===== src/rtl/lc3b_pkg.sv =====
`default_nettype none
package lc3b_pkg;

    localparam int MEM_WORDS = 32768;
    localparam int MEM_AW = $clog2(MEM_WORDS);

    localparam logic [1:0] CMD_WRITE   = 2'd0;
    localparam logic [1:0] CMD_READ    = 2'd1;
    localparam logic [1:0] CMD_RESTART = 2'd2;
    localparam logic [1:0] CMD_EXECUTE = 2'd3;

    localparam logic [3:0] OP_BR   = 4'h0;
    localparam logic [3:0] OP_ADD  = 4'h1;
    localparam logic [3:0] OP_LDB  = 4'h2;
    localparam logic [3:0] OP_STB  = 4'h3;
    localparam logic [3:0] OP_JSR  = 4'h4;
    localparam logic [3:0] OP_AND  = 4'h5;
    localparam logic [3:0] OP_LDW  = 4'h6;
    localparam logic [3:0] OP_STW  = 4'h7;
    localparam logic [3:0] OP_XOR  = 4'h9;
    localparam logic [3:0] OP_JMP  = 4'hC;
    localparam logic [3:0] OP_SHF  = 4'hD;
    localparam logic [3:0] OP_LEA  = 4'hE;
    localparam logic [3:0] OP_TRAP = 4'hF;

    localparam logic [2:0] CC_N = 3'b100;
    localparam logic [2:0] CC_Z = 3'b010;
    localparam logic [2:0] CC_P = 3'b001;

    // Memory port address selection.
    localparam logic [1:0] MA_ITEM  = 2'd0;
    localparam logic [1:0] MA_PC    = 2'd1;
    localparam logic [1:0] MA_DATA  = 2'd2;

    typedef struct packed {
        logic       load_item;   // capture input item
        logic [1:0] mem_sel;     // address source for the memory port
        logic       mem_read;
        logic       item_write;  // write command store
        logic       restart;
        logic       decode;      // latch instruction, compute address
        logic       data_write;  // STB / STW store
        logic       retire;      // register write-back and result capture
    } lc3b_cmd_t;

    typedef struct packed {
        logic [1:0] command;
        logic       pc_zero;
        logic       needs_data;  // LDB, LDW, STB, STW, TRAP
        logic       is_store;
    } lc3b_status_t;

    function automatic logic [2:0] cc_of(input logic [15:0] v);
        if (v[15]) return CC_N;
        else if (v == 16'd0) return CC_Z;
        else return CC_P;
    endfunction

endpackage
`default_nettype wire


===== src/rtl/lc3b_ctrl.sv =====
`default_nettype none
module lc3b_ctrl (
    input  wire logic                  aclk,
    input  wire logic                  aresetn,
    input  wire logic                  s_valid,
    output logic                       s_ready,
    input  wire logic                  out_busy,
    input  wire lc3b_pkg::lc3b_status_t status,
    output lc3b_pkg::lc3b_cmd_t        cmd
);
    import lc3b_pkg::*;

    localparam logic [2:0] ST_IDLE   = 3'd0;
    localparam logic [2:0] ST_ITEM   = 3'd1;
    localparam logic [2:0] ST_FETCH  = 3'd2;
    localparam logic [2:0] ST_DECODE = 3'd3;
    localparam logic [2:0] ST_DATA   = 3'd4;
    localparam logic [2:0] ST_RETIRE = 3'd5;

    logic [2:0] state_reg, state_next;

    always_ff @(posedge aclk) begin
        if (!aresetn) begin
            state_reg <= ST_IDLE;
        end else begin
            state_reg <= state_next;
        end
    end

    assign s_ready = (state_reg == ST_IDLE);

    always_comb begin
        state_next = state_reg;
        cmd = '0;
        unique case (state_reg)
            ST_IDLE: begin
                if (s_valid) begin
                    cmd.load_item = 1'b1;
                    state_next = ST_ITEM;
                end
            end
            ST_ITEM: begin
                // Memory read for a read command or the fetch is issued here.
                if (!out_busy) begin
                    unique case (status.command)
                        CMD_WRITE: begin
                            cmd.item_write = 1'b1;
                            cmd.mem_sel = MA_ITEM;
                            cmd.retire = 1'b1;
                            state_next = ST_IDLE;
                        end
                        CMD_READ: begin
                            cmd.mem_sel = MA_ITEM;
                            cmd.mem_read = 1'b1;
                            state_next = ST_RETIRE;
                        end
                        CMD_RESTART: begin
                            cmd.restart = 1'b1;
                            cmd.retire = 1'b1;
                            state_next = ST_IDLE;
                        end
                        default: begin
                            if (status.pc_zero) begin
                                cmd.retire = 1'b1;
                                state_next = ST_IDLE;
                            end else begin
                                cmd.mem_sel = MA_PC;
                                cmd.mem_read = 1'b1;
                                state_next = ST_FETCH;
                            end
                        end
                    endcase
                end
            end
            ST_FETCH: begin
                cmd.decode = 1'b1;
                state_next = ST_DECODE;
            end
            ST_DECODE: begin
                if (status.needs_data) begin
                    cmd.mem_sel = MA_DATA;
                    cmd.mem_read = 1'b1;
                    state_next = ST_DATA;
                end else begin
                    cmd.retire = 1'b1;
                    state_next = ST_IDLE;
                end
            end
            ST_DATA: begin
                if (status.is_store) begin
                    cmd.mem_sel = MA_DATA;
                    cmd.data_write = 1'b1;
                end
                cmd.retire = 1'b1;
                state_next = ST_IDLE;
            end
            ST_RETIRE: begin
                cmd.retire = 1'b1;
                state_next = ST_IDLE;
            end
            default: begin
                state_next = ST_IDLE;
            end
        endcase
    end

    assert property (@(posedge aclk) disable iff (!aresetn)
        cmd.retire |-> !out_busy)
        else $error("retire while result register is full");

    assert property (@(posedge aclk) disable iff (!aresetn)
        cmd.load_item |=> !s_ready)
        else $error("ready held after a transfer");

    assert property (@(posedge aclk) disable iff (!aresetn)
        (cmd.data_write || cmd.item_write) |-> !cmd.mem_read)
        else $error("read and write in the same cycle");

endmodule
`default_nettype wire


===== config.mk =====
export PLATFORM = sky130hd
export DESIGN_NAME = lc3b_ctrl
export DESIGN_NICKNAME = d
export VERILOG_FILES = /design/src/rtl/lc3b_pkg.sv /design/src/rtl/lc3b_ctrl.sv
export SDC_FILE = /design/constraint.sdc
export NUM_CORES = 1
export LEC_CHECK = 0
export BUFFER_PORTS_ARGS = -buffer_cell sky130_fd_sc_hd__buf_4
export CAP_MARGIN = 10
export CORE_AREA = 2 2 39 41
export CTS_BUF_LIST = sky130_fd_sc_hd__clkbuf_2 sky130_fd_sc_hd__clkbuf_4 sky130_fd_sc_hd__clkbuf_8
export CTS_CLUSTER_SIZE = 30
export DETAILED_ROUTE_END_ITERATION = 10
export DIE_AREA = 0 0 41 43
export PLACE_DENSITY = 0.53
export SLEW_MARGIN = 20
export SYNTH_ARGS = -nofsm -noshare
export SYNTH_HDL_FRONTEND = slang
export SYNTH_SLANG_ARGS = --single-unit

===== constraint.sdc =====
create_clock -name aclk -period 1.6 [get_ports aclk]
set_clock_uncertainty 0.1 [all_clocks]
set_input_delay 0.08 -clock aclk [delete_from_list [all_inputs] [get_ports aclk]]
set_output_delay 0.08 -clock aclk [all_outputs]
set_load 0.01 [all_outputs]

==> results.yml <==
run_status:
  status: "complete, no violations"
sta:
  worstMarginPinSlew_ns: 0.3294
  final_max_slew_viol_count: 0
  final-hold-violation-count: 0
  timing.setup.tns_ns: 0
  unrepaired_setup_endpoints_after_global_routing: "no"
  maximum_frequency_from_static_timing_analysis_mhz: 680.5
  setup_violations: 0
  min_period_over_period: 0.9184
  max-slew-margin-rel: 0.7769
  timing.final.crit_period_ns: 1.470
  worst_hold_slack_ns: 0.03230
synthesis:
  dominantRegCellSynth: "dfxtp_1"
  ys_warn_count: 0
  ys_seq_area_frac: 0.2105
  synth_nets: 48
  synth_edf_count: 0
  post_synth_inst_count: 39
  postSynthRegisterBits: 3
  mappedNetlistArea_um2: 285.3
  postSynthAreaPerCell_um2: 7.315
  ys_async_rst_share: 0
  synth.lib_cells_used.distinct: 21
critical_path:
  cp_data_required_time_ns: 1.42
  regToRegEndpoint: "state_reg[2]"
  cp.arrival_ns: 1.29
  criticalPathCategory: "flip-flop to output pin"
  r2r_slack_ns: 0.42
  crit_path_end_kind: "output pin"
  worstPathMaxFanout: 15
  setup.worst_path.start: "state_reg[1]"
  crit_path_end: "cmd[5]"
  rr_startpoint: "state_reg[0]"
  worst_setup_path_start_kind: "flip-flop"
  worstRegToRegCells: 3
grt:
  grt_max_degree: 16
  antenna_found_initial: 0
  grt_util_all_layers: 0.09719
  grt_overflow: 0
  grt_pass1_wl_mm: 1.110
  grt_pass1_vias: 299
final_layout:
  most-common-layout-cells: "buf_4 (18), nor2b_1 (5), nand2b_1 (4), clkbuf_4 (4), nand2_1 (3)"
  number_of_flip_flops_in_the_largest_register: 3
  flow.area_growth_from_synthesis_pct: 64.47
  multi_input_combinational_cell_area_um2: 217.7
  fraction_of_layout_instances_using_a_drive_strength_above_1: 0.4407
  finish.cell_count_without_fillers: 75
  fillers: 159
  mostFrequentLayoutCell: "buf_4"
  n_antenna_cell: 0
  layout.nets: 69
  ff_latch_area_um2: 62.56
placed_design:
  io_buffer_count: 18
  dp.cells: 71
  gp_routability_congestion: 0.7327
  hpwlAfterDp_um: 590.4
die:
  dieArea_um2: 1763
  die_w_um: 41
  die_h_um: 43
  floorplan.rows: 14
  design.core.area_um2: 1384
  io_pins: 19
  start_util: 0.2061
drt:
  violation_count_after_the_first_detailed_routing_iteration: 4
  vias: 354
  antenna_left: 0
  drt-total-wl_um: 766
  drt_first_pass_iters: 4
  drcViolationCount: 0
  drt-vias-per-instance: 4.720
  wl_per_cell_um: 10.21
clocking:
  worst_setup_hold_path_clk_slew_ns: 0.04
  clock_tree_from_tritoncts: "done"
  cts_htree_levels: 1
  post_cts.repair.setup_buffers: 0
  clk_path_buf_depth: 2
  worstSkewPairLatency_ns: 0.24
  cts_num_sinks: 3
  clockRootBuffer: "clkbuf_4"
  tritoncts.num_buffers: 3
power_and_ir_drop:
  leakage_nw: 0.1942
  pwr_density_cell_nw_per_um2: 656.1
  vdd_ir_drop_max_v: 0.0001327
run:
  maxCapViolations: 0
hold_path:
  worst_hold_path_type: "input port to flip-flop"
  worstHoldStart: "aresetn"
==> per-stage QoR <==
| stage | util | setup WS (ns) | total power, mW | instance area [um^2] |
|---|---|---|---|---|
| final | 0.3391 | 0.1305 | 0.3079 | 469.2 |
| after global routing | 0.3391 | 0.04610 | 0.3299 | 469.2 |
| after CTS | 0.3336 | 0.03770 | 0.3147 | 461.7 |
| after detailed placement | 0.3110 | 0.2549 | 0.1544 | 430.4 |
| after global placement | 0.3110 | 0.2804 | 0.1540 | 430.4 |
| after floorplan | - | 0.3654 | 0.1185 | 285.3 |
==> final cells by class <==
cell class,instances,share of cell area
inverters,1,0.008000
repair buffers,18,0.2880
flip-flops and latches,3,0.1333
clock buffers,4,0.06400
well taps,16,0.04267
multi-input cells,33,0.4640
==> power by group <==
group          total (mW)  internal, mW  leakage [nW]  switching [mW]
registers          0.0866        0.0787        0.0252         0.00789
logic              0.0677        0.0388         0.151          0.0289
clock network       0.154         0.111        0.0184          0.0430
==> logic make-up after synthesis <==
group	after synthesis	synth area share
DFF	3	0.2105
buffers and inverters	3	0.04823
and+or+nand+nor	22	0.4649
AOI/OAI and AO/OA	11	0.2763
==> cells in the mapped netlist, types with 2 or more instances <==
cell type	n	share of area
nor2b_1	5	0.11
nand2b_1	4	0.088
dfxtp_1	3	0.21
nand2_1	3	0.039
a21oi_1	2	0.035
and2_1	2	0.044
buf_2	2	0.035
nor3_1	2	0.035
nor4_1	2	0.044
o21ai_0	2	0.035
o21bai_1	2	0.053
==> repair_timing <==
item	in CTS	in global routing
gates resized for setup	1	2
endpoints found under the setup margin	1	3
gates cloned	0	0
hold buffers	0	0
==> worst min path at each step <==
stage | end | slack, ns | cells past startpoint
after CTS | state_reg[0] | 0.02 | 3
after floorplan | cmd[4] | 0.11 | 1
after global routing | state_reg[0] | 0.03 | 3
after detailed placement | state_reg[0] | 0.29 | 3
after global placement | state_reg[0] | 0.29 | 3
final | state_reg[0] | 0.03 | 3
==> worst max-delay path, cell delays in order (launching register included) <==
cell,delay [ns]
dfxtp_2,0.38
or3_1,0.41
a21oi_2,0.14
buf_4,0.12
==> routing by layer <==
metal	up-vias	wire length (um)	track usage
met2	18	359	0.1375
met3	2	77	0.01571
met1	153	310	0.1118
met5	-	0	0
met4	0	19	0.1000
li1	181	-	-
No activity file was read; power rests on OpenSTA's default activity.
